$ cat src/design/pcbd_pkg.sv
// package for the per-class bounded deque
// request and response payload types, status and operation codes, controller interface
// no dependencies
package pcbd_pkg;

   // fixed field widths
   localparam int CLASS_IN_W = 5;
   localparam int TAG_IN_W   = 16;
   localparam int CAP_W      = 4;
   localparam int STATUS_W   = 2;

   // capacity limit after reset
   localparam logic [CAP_W-1:0] CAP_RESET = 4'd5;

   // operation codes
   localparam logic FUNC_ADD  = 1'b0;
   localparam logic FUNC_TAKE = 1'b1;

   // response status codes
   localparam logic [STATUS_W-1:0] ST_ADDED = 2'd0;
   localparam logic [STATUS_W-1:0] ST_FULL  = 2'd1;
   localparam logic [STATUS_W-1:0] ST_TAKEN = 2'd2;
   localparam logic [STATUS_W-1:0] ST_EMPTY = 2'd3;

   // request payload
   typedef struct packed {
      logic                  func;
      logic [CLASS_IN_W-1:0] class_index;
      logic                  urgent;
      logic [TAG_IN_W-1:0]   item_tag;
   } req_type;

   // response payload
   typedef struct packed {
      logic [STATUS_W-1:0] status;
      logic [TAG_IN_W-1:0] taken_tag;
   } rsp_type;

   // controller to datapath commands
   typedef struct packed {
      logic capture;      // latch request, read class pointers
      logic commit;       // update class, write or read slot
      logic finish_take;  // return the slot just read
   } dp_cmd_type;

   // datapath to controller status
   typedef struct packed {
      logic is_take;
      logic blocked;      // add on a full class or take on an empty one
   } dp_sts_type;

endpackage

$ cat src/design/pcbd_ctrl.sv
// controller state machine for the per-class bounded deque
// sequences capture, commit and slot readout of one request at a time
// depends on pcbd_pkg
module pcbd_ctrl (
   input  logic                clock,
   input  logic                reset,
   input  logic                start,
   output logic                busy,
   input  pcbd_pkg::dp_sts_type sts,
   output pcbd_pkg::dp_cmd_type cmd
);
   import pcbd_pkg::*;

   localparam logic [1:0] S_IDLE = 2'd0;
   localparam logic [1:0] S_META = 2'd1;
   localparam logic [1:0] S_SLOT = 2'd2;

   logic [1:0] state_ff;
   logic [1:0] state_in;

   // next state and commands
   always_comb begin
      state_in = state_ff;
      cmd      = '0;
      unique case (state_ff)
         S_IDLE: begin
            if (start) begin
               cmd.capture = 1'b1;
               state_in    = S_META;
            end
         end
         S_META: begin
            cmd.commit = 1'b1;
            if (sts.is_take && !sts.blocked) begin
               state_in = S_SLOT;
            end else begin
               state_in = S_IDLE;
            end
         end
         S_SLOT: begin
            cmd.finish_take = 1'b1;
            state_in        = S_IDLE;
         end
         default: begin
            state_in = S_IDLE;
         end
      endcase
   end

   // state register
   always_ff @(posedge clock) begin
      if (reset) begin
         state_ff <= S_IDLE;
      end else begin
         state_ff <= state_in;
      end
   end

   assign busy = (state_ff != S_IDLE);

   // a slot readout only follows a commit
   a_slot_after_commit: assert property (@(posedge clock) disable iff (reset)
      cmd.finish_take |-> $past(cmd.commit))
      else $error("slot readout without preceding commit");

   // a capture is always followed by a commit
   a_commit_after_capture: assert property (@(posedge clock) disable iff (reset)
      cmd.capture |=> cmd.commit)
      else $error("capture not followed by commit");

   // at most one command at a time
   a_one_cmd: assert property (@(posedge clock) disable iff (reset)
      $onehot0(cmd))
      else $error("overlapping datapath commands");

endmodule

$ cat src/design/pcbd_datapath.sv
// datapath for the per-class bounded deque
// class pointer memory with valid bits, slot memory, limit check, response register
// depends on pcbd_pkg
module pcbd_datapath #(
   parameter int CLASSES  = 32,
   parameter int SLOTS    = 8,
   parameter int TAG_BITS = 16
) (
   input  logic                                 clock,
   input  logic                                 reset,
   input  pcbd_pkg::req_type                    req_data,
   input  pcbd_pkg::dp_cmd_type                 cmd,
   output pcbd_pkg::dp_sts_type                 sts,
   input  logic                                 csr_we,
   input  logic [pcbd_pkg::CAP_W-1:0]           csr_wdata,
   output logic                                 rsp_valid,
   output pcbd_pkg::rsp_type                    rsp_data
);
   import pcbd_pkg::*;

   localparam int CLS_W  = (CLASSES > 1) ? $clog2(CLASSES) : 1;
   localparam int SLOT_W = (SLOTS > 1) ? $clog2(SLOTS) : 1;
   localparam int CNT_W  = $clog2(SLOTS + 1);
   localparam int LIM_W  = (CNT_W > CAP_W) ? CNT_W : CAP_W;
   localparam int META_W = SLOT_W + CNT_W;

   // storage
   logic [TAG_BITS-1:0] slot_mem [CLASSES][SLOTS];
   logic [META_W-1:0]   meta_mem [CLASSES];
   logic [CLASSES-1:0]  class_valid_ff;

   logic [CAP_W-1:0]    cap_ff;
   req_type             req_ff;
   logic [CLS_W-1:0]    cls_ff;
   logic [META_W-1:0]   meta_rd_ff;
   logic                meta_ok_ff;
   logic [TAG_BITS-1:0] slot_rd_ff;
   logic                rsp_valid_ff;
   rsp_type             rsp_data_ff;

   logic [CLS_W-1:0]    cls_sel;
   logic [SLOT_W-1:0]   head;
   logic [CNT_W-1:0]    cnt;
   logic [LIM_W-1:0]    limit;
   logic                full;
   logic                empty;
   logic [SLOT_W:0]     tail_sum;
   logic [SLOT_W-1:0]   tail_idx;
   logic [SLOT_W-1:0]   head_dec;
   logic [SLOT_W-1:0]   head_inc;
   logic [SLOT_W-1:0]   wr_idx;
   logic [SLOT_W-1:0]   new_head;
   logic                do_add;
   logic                do_take;

   // class index reduced onto the configured class count
   always_comb begin
      cls_sel = '0;
      for (int i = 0; i < (1 << CLASS_IN_W); i++) begin
         if (req_data.class_index == CLASS_IN_W'(i)) begin
            cls_sel = CLS_W'(i % CLASSES);
         end
      end
   end

   // class state as read, unwritten classes read as empty
   assign head  = meta_ok_ff ? meta_rd_ff[META_W-1:CNT_W] : '0;
   assign cnt   = meta_ok_ff ? meta_rd_ff[CNT_W-1:0] : '0;

   // effective limit and occupancy checks
   assign limit = (LIM_W'(cap_ff) > LIM_W'(SLOTS)) ? LIM_W'(SLOTS) : LIM_W'(cap_ff);
   assign full  = (LIM_W'(cnt) >= limit);
   assign empty = (cnt == '0);

   // circular index arithmetic
   assign tail_sum = {1'b0, head} + (SLOT_W+1)'(cnt);
   assign tail_idx = (tail_sum >= (SLOT_W+1)'(SLOTS)) ?
                     SLOT_W'(tail_sum - (SLOT_W+1)'(SLOTS)) : SLOT_W'(tail_sum);
   assign head_dec = (head == '0) ? SLOT_W'(SLOTS - 1) : head - SLOT_W'(1);
   assign head_inc = (head == SLOT_W'(SLOTS - 1)) ? '0 : head + SLOT_W'(1);
   assign wr_idx   = req_ff.urgent ? head_dec : tail_idx;
   assign new_head = req_ff.urgent ? head_dec : head;

   assign do_add  = cmd.commit && (req_ff.func == FUNC_ADD) && !full;
   assign do_take = cmd.commit && (req_ff.func == FUNC_TAKE) && !empty;

   assign sts.is_take = (req_ff.func == FUNC_TAKE);
   assign sts.blocked = (req_ff.func == FUNC_TAKE) ? empty : full;

   // capacity register
   always_ff @(posedge clock) begin
      if (reset) begin
         cap_ff <= CAP_RESET;
      end else if (csr_we) begin
         cap_ff <= csr_wdata;
      end
   end

   // request capture
   always_ff @(posedge clock) begin
      if (cmd.capture) begin
         req_ff <= req_data;
         cls_ff <= cls_sel;
      end
   end

   // class pointer memory
   always_ff @(posedge clock) begin
      if (cmd.capture) begin
         meta_rd_ff <= meta_mem[cls_sel];
      end
      if (do_add) begin
         meta_mem[cls_ff] <= {new_head, cnt + CNT_W'(1)};
      end else if (do_take) begin
         meta_mem[cls_ff] <= {head_inc, cnt - CNT_W'(1)};
      end
   end

   // class valid bits
   always_ff @(posedge clock) begin
      if (reset) begin
         class_valid_ff <= '0;
         meta_ok_ff     <= 1'b0;
      end else begin
         if (cmd.capture) begin
            meta_ok_ff <= class_valid_ff[cls_sel];
         end
         if (do_add || do_take) begin
            class_valid_ff[cls_ff] <= 1'b1;
         end
      end
   end

   // slot memory
   always_ff @(posedge clock) begin
      if (do_add) begin
         slot_mem[cls_ff][wr_idx] <= TAG_BITS'(req_ff.item_tag);
      end
      if (do_take) begin
         slot_rd_ff <= slot_mem[cls_ff][head];
      end
   end

   // response strobe
   always_ff @(posedge clock) begin
      if (reset) begin
         rsp_valid_ff <= 1'b0;
      end else begin
         rsp_valid_ff <= (cmd.commit && !do_take) || cmd.finish_take;
      end
   end

   // response payload
   always_ff @(posedge clock) begin
      if (cmd.finish_take) begin
         rsp_data_ff.status    <= ST_TAKEN;
         rsp_data_ff.taken_tag <= TAG_IN_W'(slot_rd_ff);
      end else if (cmd.commit) begin
         rsp_data_ff.taken_tag <= '0;
         if (req_ff.func == FUNC_TAKE) begin
            rsp_data_ff.status <= ST_EMPTY;
         end else if (full) begin
            rsp_data_ff.status <= ST_FULL;
         end else begin
            rsp_data_ff.status <= ST_ADDED;
         end
      end
   end

   assign rsp_valid = rsp_valid_ff;
   assign rsp_data  = rsp_data_ff;

   // a class never holds more than the slot count
   a_cnt_bound: assert property (@(posedge clock) disable iff (reset)
      cmd.commit |-> (cnt <= CNT_W'(SLOTS)))
      else $error("class count beyond slot count");

   // a response follows every commit that is not a successful take
   a_rsp_after_commit: assert property (@(posedge clock) disable iff (reset)
      (cmd.commit && !do_take) |=> rsp_valid)
      else $error("commit without response");

   // a successful take responds with ST_TAKEN after the slot readout state
   a_take_rsp: assert property (@(posedge clock) disable iff (reset)
      do_take |=> ##1 (rsp_valid && rsp_data.status == ST_TAKEN))
      else $error("take response missing");

endmodule

$ cat src/design/per_class_bounded_deque.sv
// Per-class bounded deque: one small circular deque of tags for each class. A request is
// taken when start is high and busy is low; busy then stays high until the request has
// finished. Each request passes through a capture step, which registers the class head and
// count read from the pointer memory, and a commit step; a take that finds an item adds a
// slot readout step for the registered read of the slot memory. Exactly one response comes
// back per request, on rsp_data for a single cycle marked by rsp_valid, and it must be
// taken then: the block cannot hold it. The response shows in the cycle in which busy is
// already low, so the next request may start alongside it. No clearing pass follows reset;
// classes come out of reset empty. csr_wdata written with csr_we sets the capacity limit
// and should only be written while busy is low.
// top level; depends on pcbd_pkg, pcbd_ctrl and pcbd_datapath
module per_class_bounded_deque #(
   parameter int CLASSES  = 32,
   parameter int SLOTS    = 8,
   parameter int TAG_BITS = 16
) (
   input  logic                       clock,
   input  logic                       reset,
   input  logic                       start,
   output logic                       busy,
   input  pcbd_pkg::req_type          req_data,
   output logic                       rsp_valid,
   output pcbd_pkg::rsp_type          rsp_data,
   input  logic                       csr_we,
   input  logic [pcbd_pkg::CAP_W-1:0] csr_wdata
);
   import pcbd_pkg::*;

   dp_cmd_type cmd;
   dp_sts_type sts;

   // request sequencing
   pcbd_ctrl u_ctrl (
      .clock (clock),
      .reset (reset),
      .start (start),
      .busy  (busy),
      .sts   (sts),
      .cmd   (cmd)
   );

   // class state, slots and response
   pcbd_datapath #(
      .CLASSES  (CLASSES),
      .SLOTS    (SLOTS),
      .TAG_BITS (TAG_BITS)
   ) u_datapath (
      .clock     (clock),
      .reset     (reset),
      .req_data  (req_data),
      .cmd       (cmd),
      .sts       (sts),
      .csr_we    (csr_we),
      .csr_wdata (csr_wdata),
      .rsp_valid (rsp_valid),
      .rsp_data  (rsp_data)
   );

   // responses never come in two adjacent cycles
   a_rsp_spaced: assert property (@(posedge clock) disable iff (reset)
      rsp_valid |=> !rsp_valid)
      else $error("back to back responses");

   // an accepted request makes the block busy
   a_busy_after_start: assert property (@(posedge clock) disable iff (reset)
      (start && !busy) |=> busy)
      else $error("request accepted without going busy");

   // a response only appears once the request is done
   a_rsp_not_busy: assert property (@(posedge clock) disable iff (reset)
      rsp_valid |-> !busy)
      else $error("response while busy");

   // taken tag is zero unless an item was taken
   a_tag_zero: assert property (@(posedge clock) disable iff (reset)
      (rsp_valid && rsp_data.status != ST_TAKEN) |-> (rsp_data.taken_tag == '0))
      else $error("nonzero tag on non-take response");

endmodule

$ cat config.mk
export PLATFORM = sky130hd
export DESIGN_NAME = per_class_bounded_deque
export DESIGN_NICKNAME = d
export VERILOG_FILES = /design/src/design/pcbd_pkg.sv /design/src/design/pcbd_ctrl.sv /design/src/design/pcbd_datapath.sv /design/src/design/per_class_bounded_deque.sv
export SDC_FILE = /design/constraint.sdc
export NUM_CORES = 2
export LEC_CHECK = 0
export ABC_AREA = 1
export CAP_MARGIN = 30
export CELL_PAD_IN_SITES_DETAIL_PLACEMENT = 0
export CELL_PAD_IN_SITES_GLOBAL_PLACEMENT = 2
export CORE_ASPECT_RATIO = 1.4
export CORE_MARGIN = 1.5
export CORE_UTILIZATION = 40
export CTS_CLUSTER_DIAMETER = 150
export DETAILED_ROUTE_END_ITERATION = 8
export DONT_BUFFER_PORTS = 1
export PLACE_DENSITY = 0.82
export SLEW_MARGIN = 20
export SYNTH_ARGS = -nofsm -noshare
export SYNTH_HDL_FRONTEND = slang
export SYNTH_MEMORY_MAX_BITS = 65536
export SYNTH_SLANG_ARGS = --single-unit
$ cat constraint.sdc
create_clock -name clock -period 3.81 [get_ports clock]
set_clock_uncertainty 0.15 [all_clocks]
set_input_delay 0.5715 -clock clock [delete_from_list [all_inputs] [get_ports clock]]
set_output_delay 0.5715 -clock clock [all_outputs]
set_load 0.02 [all_outputs]
* Word-level counts from Yosys, hierarchy flattened *
Memories as Yosys holds them, arrays and structs flattened. A register that Yosys moved wholly into a read port is not among the register bits.
Cells that the tools add are included.

storage, ports and cells
  register bits after elaboration = 97
  bits in latches = 0
  bits in read-only memories = 0
  input bits = 31
  bits in writable memories = 4,320
  memories = 2
  output and inout bits = 20

cells by class
  bitwise logic cells = 5
  $lt $le $gt $ge = 9
  add/sub/neg operators = 6
  shift-type cells = 0
  div/mod/pow operators = 0
  eq/ne operators = 35
  multiplexer cells = 68
  reductions and logical operators = 19
  $mul = 0

memory list
  name                 depth  bits a word  rd ports  clocked after memory_dff  write ports  RTL line             RTL
  u_datapath.slot_mem  32     128          1         1                         1            pcbd_datapath.sv:28  logic [TAG_BITS-1:0] slot_mem [CLASSES][SLOTS];
  u_datapath.meta_mem  32     7            1         1                         1            pcbd_datapath.sv:29  logic [META_W-1:0] meta_mem [CLASSES];

operators by type and width
  kind                 number
  $mux 5               31
  $mux 128             1
  $eq 5x5->1 const B   16
  $mux 16              5
  $bmux 16 s3          1
  $demux 16 s3         1
  $eq 5x4->1 const B   8
  $or 32x32->32        1
  $eq 5x3->1 const B   4
  $mux 3               6
  $mux 1               14
  $ge 4x4->1 const B   3
  $lt 5x6->1 const B   2
  $eq 5x2->1 const B   2
  $logic_and 1x1->1    8
  $mux 4               2
  $not 3->4            2
  $mux 7               1
  $mux 2               3
  $sub 3x1->3 const B  2
  $bmux 1 s5           1
  $demux 1 s5          1
  $eq 5x1->1 const B   1
  $ge 5x1->1 const B   1
  other kinds (20)     25

* Logic depth before layout (Yosys ltp) *
  depth after elaboration = 34
  depth in mapped cells = 16

* Hierarchy *
From an unflattened synthesis, not the netlist that was laid out.

second synthesis, totals
  cell total of the unflattened synthesis = 14,677
  area, all modules = 178,541.2 um2

by module, submodules not included
  module         seq. area each (um2)  area each (um2)  cells each  instances
  pcbd_datapath  132,487.1             178,444.9        14,662      1
  pcbd_ctrl      40.0                  96.3             15          1

* Worst setup path after synthesis *
OpenSTA, ideal clock, no wires.

  path type = reg2reg
  start point = register u_datapath.req_ff[0] in the netlist's numbering
  end point = memory u_datapath.slot_mem[0][0] in the netlist's numbering (data pin)
  slack = -0.386 ns
  data required time = 2.843 ns
  path buffers = 0
  setup time = 0.817 ns
  stages on the path, launching flop included = 1
  arrival time = 3.228 ns
  clock period less this slack = 4.196 ns
  cells stage by stage = edfxtp_1

RTL lines
  item                    RTL line              RTL
  start, declared         pcbd_datapath.sv:33   req_type req_ff;
  start signal, assigned  pcbd_datapath.sv:102  req_ff <= req_data;
  end, declared           pcbd_datapath.sv:28

Straight into the memory's write port.

* Final worst setup path *
  start point = register u_datapath.meta_ok_ff
  end point = memory u_datapath.slot_mem[16][95] in the netlist's numbering (enable)

between the ends
  longest elaborated chain between the ends = 11
  elaborated cells between the ends (all ways) = 21

ends and longest elaborated chain
  item                                                                   RTL line                                  RTL
  start, declared                                                        pcbd_datapath.sv:36                       logic meta_ok_ff;
  start signal, assigned                                                 pcbd_datapath.sv:126                      meta_ok_ff <= class_valid_ff[cls_sel];
  $mux 3 / $mux 4 (equally long branches)                                pcbd_datapath.sv:67, pcbd_datapath.sv:68
  $add 3x4->4                                                            pcbd_datapath.sv:76                       assign tail_sum = {1'b0, head} + (SLOT_W+1)'(cnt);
  $ge 4x4->1 / $sub 3x1->3 (equally long branches)                       pcbd_datapath.sv:77, pcbd_datapath.sv:78
  $mux 3                                                                 pcbd_datapath.sv:77                       assign tail_idx = (tail_sum >= (SLOT_W+1)'(SLOTS)) ?
  $mux 3                                                                 pcbd_datapath.sv:81                       assign wr_idx = req_ff.urgent ? head_dec : tail_idx;
  $not 3->4 (implied by the code)                                        pcbd_datapath.sv:137                      slot_mem[cls_ff][wr_idx] <= TAG_BITS'(req_ff.item_tag);
  $ge 4x4->1 (implied by the code) / $lt 4x1->1 (equally long branches)  pcbd_datapath.sv:137
  $logic_and 1x1->1 (implied by the code)                                pcbd_datapath.sv:137
  $mux 16 (implied by the code)                                          pcbd_datapath.sv:137
  $demux 16 s3                                                           pcbd_datapath.sv:137
  $mux 128 (implied by the code) *                                       pcbd_datapath.sv:137

Mark *: on every way between the ends. The rest lies on a longest branch, timed or not.

==> flow_summary.ini <==
[timing]
max_clock_freq_mhz = 274
rsz0062_at_grt = no
slew_headroom_pct = 27.2
setup_violations = 0
fin_crit_ns = 3.65
post-route-period-util_pct = 95.8
fin_hold_ws_ns = 0.0659
worst_slew_pin_slew_ns = 1.09
drv_slew = 0
timing_hold_violations_final = 0

[power_and_ir_drop]
p_clk_share_pct = 38.8
power_frac_seq_pct = 48.5
switching_share_pct = 26.4
p_sw_mw = 29.4
p_int_mw = 82.1
power_density_mw_per_mm2 = 548
peakVddDrop_mv = 0.408
total_power_mw = 112
power_frac_comb_pct = 12.7
leakage_nw = 71.3

[logic_synthesis]
synth_compound_area_share_pct = 0.730
synth-seq-cells = 4429
yosysWarnings = 0
netlist_area_sq_mm = 0.178
synth.largest_area_cell = edfxtp_1
post-synth-top-count-cell = edfxtp_1
yosysUniqueCellTypes = 34
ys_async_sr_fraction_pct = 0
synth-simple-area-share_pct = 21.6
ys.flop_type = edfxtp_1
synth_commonest_cells = 4382 x edfxtp_1, 4331 x nand2_1, 4047 x nand3_1
synth_edf_count = 4382
mappedNetlistNets = 14742
synth-xor-area-share_pct = 0.0295
syn_area_per_cell_sq_um = 12.1
synth_top_family_by_area = simple AND/OR/NAND/NOR gates
synthMuxAreaShare_pct = 0
synthAdderAreaFrac_pct = 0.114
synth_cells = 14696
synth_top_area_share_pct = 73.8
ys_seq_area_share_pct = 74.3
synth.area.top_cells = edfxtp_1 74%, nand3_1 11%, nand2_1 9.1%, buf_2 1.4%, nor2_1 1.0%

[critical_path]
crit_chain = nand2_1, ha_1, inv_1, a21boi_0, o21a_1, o21ai_1, nand2_1, nor2_1, nand2_1, buf_12, nor2_1, buf_4
cp-end-kind = flop
cpMostUsedCell = nand2_1
startpoint = u_datapath.meta_ok_ff
slowest_stage = nor2_1
worst_path_largest_cell_delay_ns = 0.50
worst_setup_path_start_kind = flop
crit_type = flop to flop
cp.arrival_ns = 4.13
r2r_start = u_datapath.meta_ok_ff
r2r_slack_ns = 0.16
worstPathMaxFanout = 32
critPathRequiredTime_ns = 4.29

[routing]
detail-route-antenna-nets = 0
vias = 116251
route.detailed.drc = 0
drt_first_pass_iters = 6
post_drt_wl_per_cell_um = 27.0
drtIter0Drc = 12843
wl_um = 572000
avgViaCountPerCell = 5.50

[hold_path]
hp-start = req_data[18]
hold_path_class = primary input to flop

[clocking]
path_clk_slew_ns = 0.06
cts_tree = built
root_buffer = clkbuf_16
cts-buffers-inserted = 424
clockBufferDepth = 4
cts_setup_buffers = 0
cts-htree-levels = 5
cts.sink_count = 4429
clock_latency_ns = 0.98

[placed_design]
portBuffers = 0
dp_hpwl_um = 357000
gp_congestion = 0.928
place_area_sq_mm = 0.189
placedCellCount = 20328

[global_route]
met1_usage_pct = 31.0
grt_max_degree = 124
busiest_layer = met2
gr-usage-met3_pct = 3.31
grt_pass1_vias = 111314
grt_antenna_before_repair = 27
use_met2_pct = 41.7
overflow = 0
grt_pass1_wl_um = 805000
grt_usage_pct = 24.8

[job]
maxCapViolCount = 0

[finish]
fin_util_pct = 46.0
seqCellArea_sq_mm = 0.133
final_cells = 21147
multiInputGateArea_sq_mm = 0.0402
fin_area_sq_mm = 0.204
area.growth.synth_to_final_pct = 14.2
drive_above_1_share_pct = 9.74
n_fill_cell = 39600
final_nets = 15012

[die]
die_width_um = 567
die_area_sq_mm = 0.450
fp.coreArea_sq_mm = 0.443
io-pin-count = 51
die_h_um = 793
initial_core_util_pct = 40.3
num_rows = 289

[status]
outcome = finished, final reports clean
flip-flops by register name, indices dropped and copies added, names as in the netlist, named ones only:
signal,flops
u_datapath.meta_mem,224
u_datapath.slot_rd_ff,16
u_datapath.rsp_data,18
u_datapath.req_ff,17
u_ctrl.state_ff,2
u_datapath.cap_ff,4
u_datapath.cls_ff,5
u_datapath.meta_ok_ff,1
u_datapath.slot_mem,4096
u_datapath.meta_rd_ff,7
u_datapath.sts,1
u_datapath.class_valid_ff,32
u_datapath.rsp_valid,1
area by class of cell:
cell class	instances	area share, %
Clock buffer	494	5.39
Multi-Input combinational cell	9143	19.7
Antenna cell	13	0.0160
Tap cell	5820	3.58
Timing Repair Buffer	832	4.36
Clock inverter	280	1.54
Inverter	136	0.275
Sequential cell	4429	65.1
layout by cell type (no fill, tap or decap), drive strengths merged, types with 31 or more instances in the layout:
cell type,n
bufinv,57
dfxtp,47
dlygate4sd3,31
clkbuf,494
nor2,492
nand3,4047
edfxtp,4382
clkinv,203
inv,139
o22ai,43
buf,801
o21ai,142
nand2,4336
path summary, 6_finish.rpt:
path,to,cells after the start
worst max-delay path,u_datapath.slot_mem[16][95],12
worst min-delay path,u_datapath.meta_rd_ff[4],5
worst max register to register,u_datapath.slot_mem[16][95],12
worst min register to register,u_datapath.class_valid_ff[19],2
per-stage QoR:
stage / TNS, ns / setup slack (ns)
floorplan: -1707.02 / -0.386
global placement: 0 / 0.136
detailed placement: 0 / 0.166
CTS: 0 / 0.148
global route: 0 / 0.0396
finish: 0 / 0.160
timing repair:
item	CTS	global route
hold buffers	32	0
gates resized for setup	0	1
hold endpoints to repair	71	0
endpoints found under the setup margin	0	4
metal layers:
metal  share of wire (%)  routed length (um)  vias up
li1                    -                   -    52888
met1                  39              220000    57904
met2                  49              281000     4458
met3                 6.5               36900      987
met4                 5.8               33200       14
met5               0.014                  82        -
power by group through the flow:
| stage | combinational (mW) | clock [mW] | sequential (mW) |
|---|---|---|---|
| after global placement | 13.9 | 0 | 55.2 |
| after CTS | 14.1 | 43.8 | 54.1 |
| final | 14.2 | 43.2 | 54.1 |
| after global routing | 15.0 | 45.4 | 54.1 |
| after floorplan | 7.53 | 0 | 55.7 |
| after detailed placement | 14.1 | 0 | 55.2 |
worst max-delay path: cells and delay by family, from the launching register on:
family                   cells  cell delay (ns)
flip-flops                   1             0.44
AO/OA/AOI/OAI                3             0.35
adder cells (fa/ha/maj)      1             0.34
AND/OR/NAND/NOR              5             1.43
buffers and inverters        3             0.54
cell families after synthesis:
logic type / count (synthesis)
buffers and inverters: 1124
adder cells (fa/ha/maj): 15
XOR/XNOR: 6
AND/OR/NAND/NOR: 8887
flip-flops: 4429
AO/OA/AOI/OAI: 235
(Power assumes the default switching activity.)
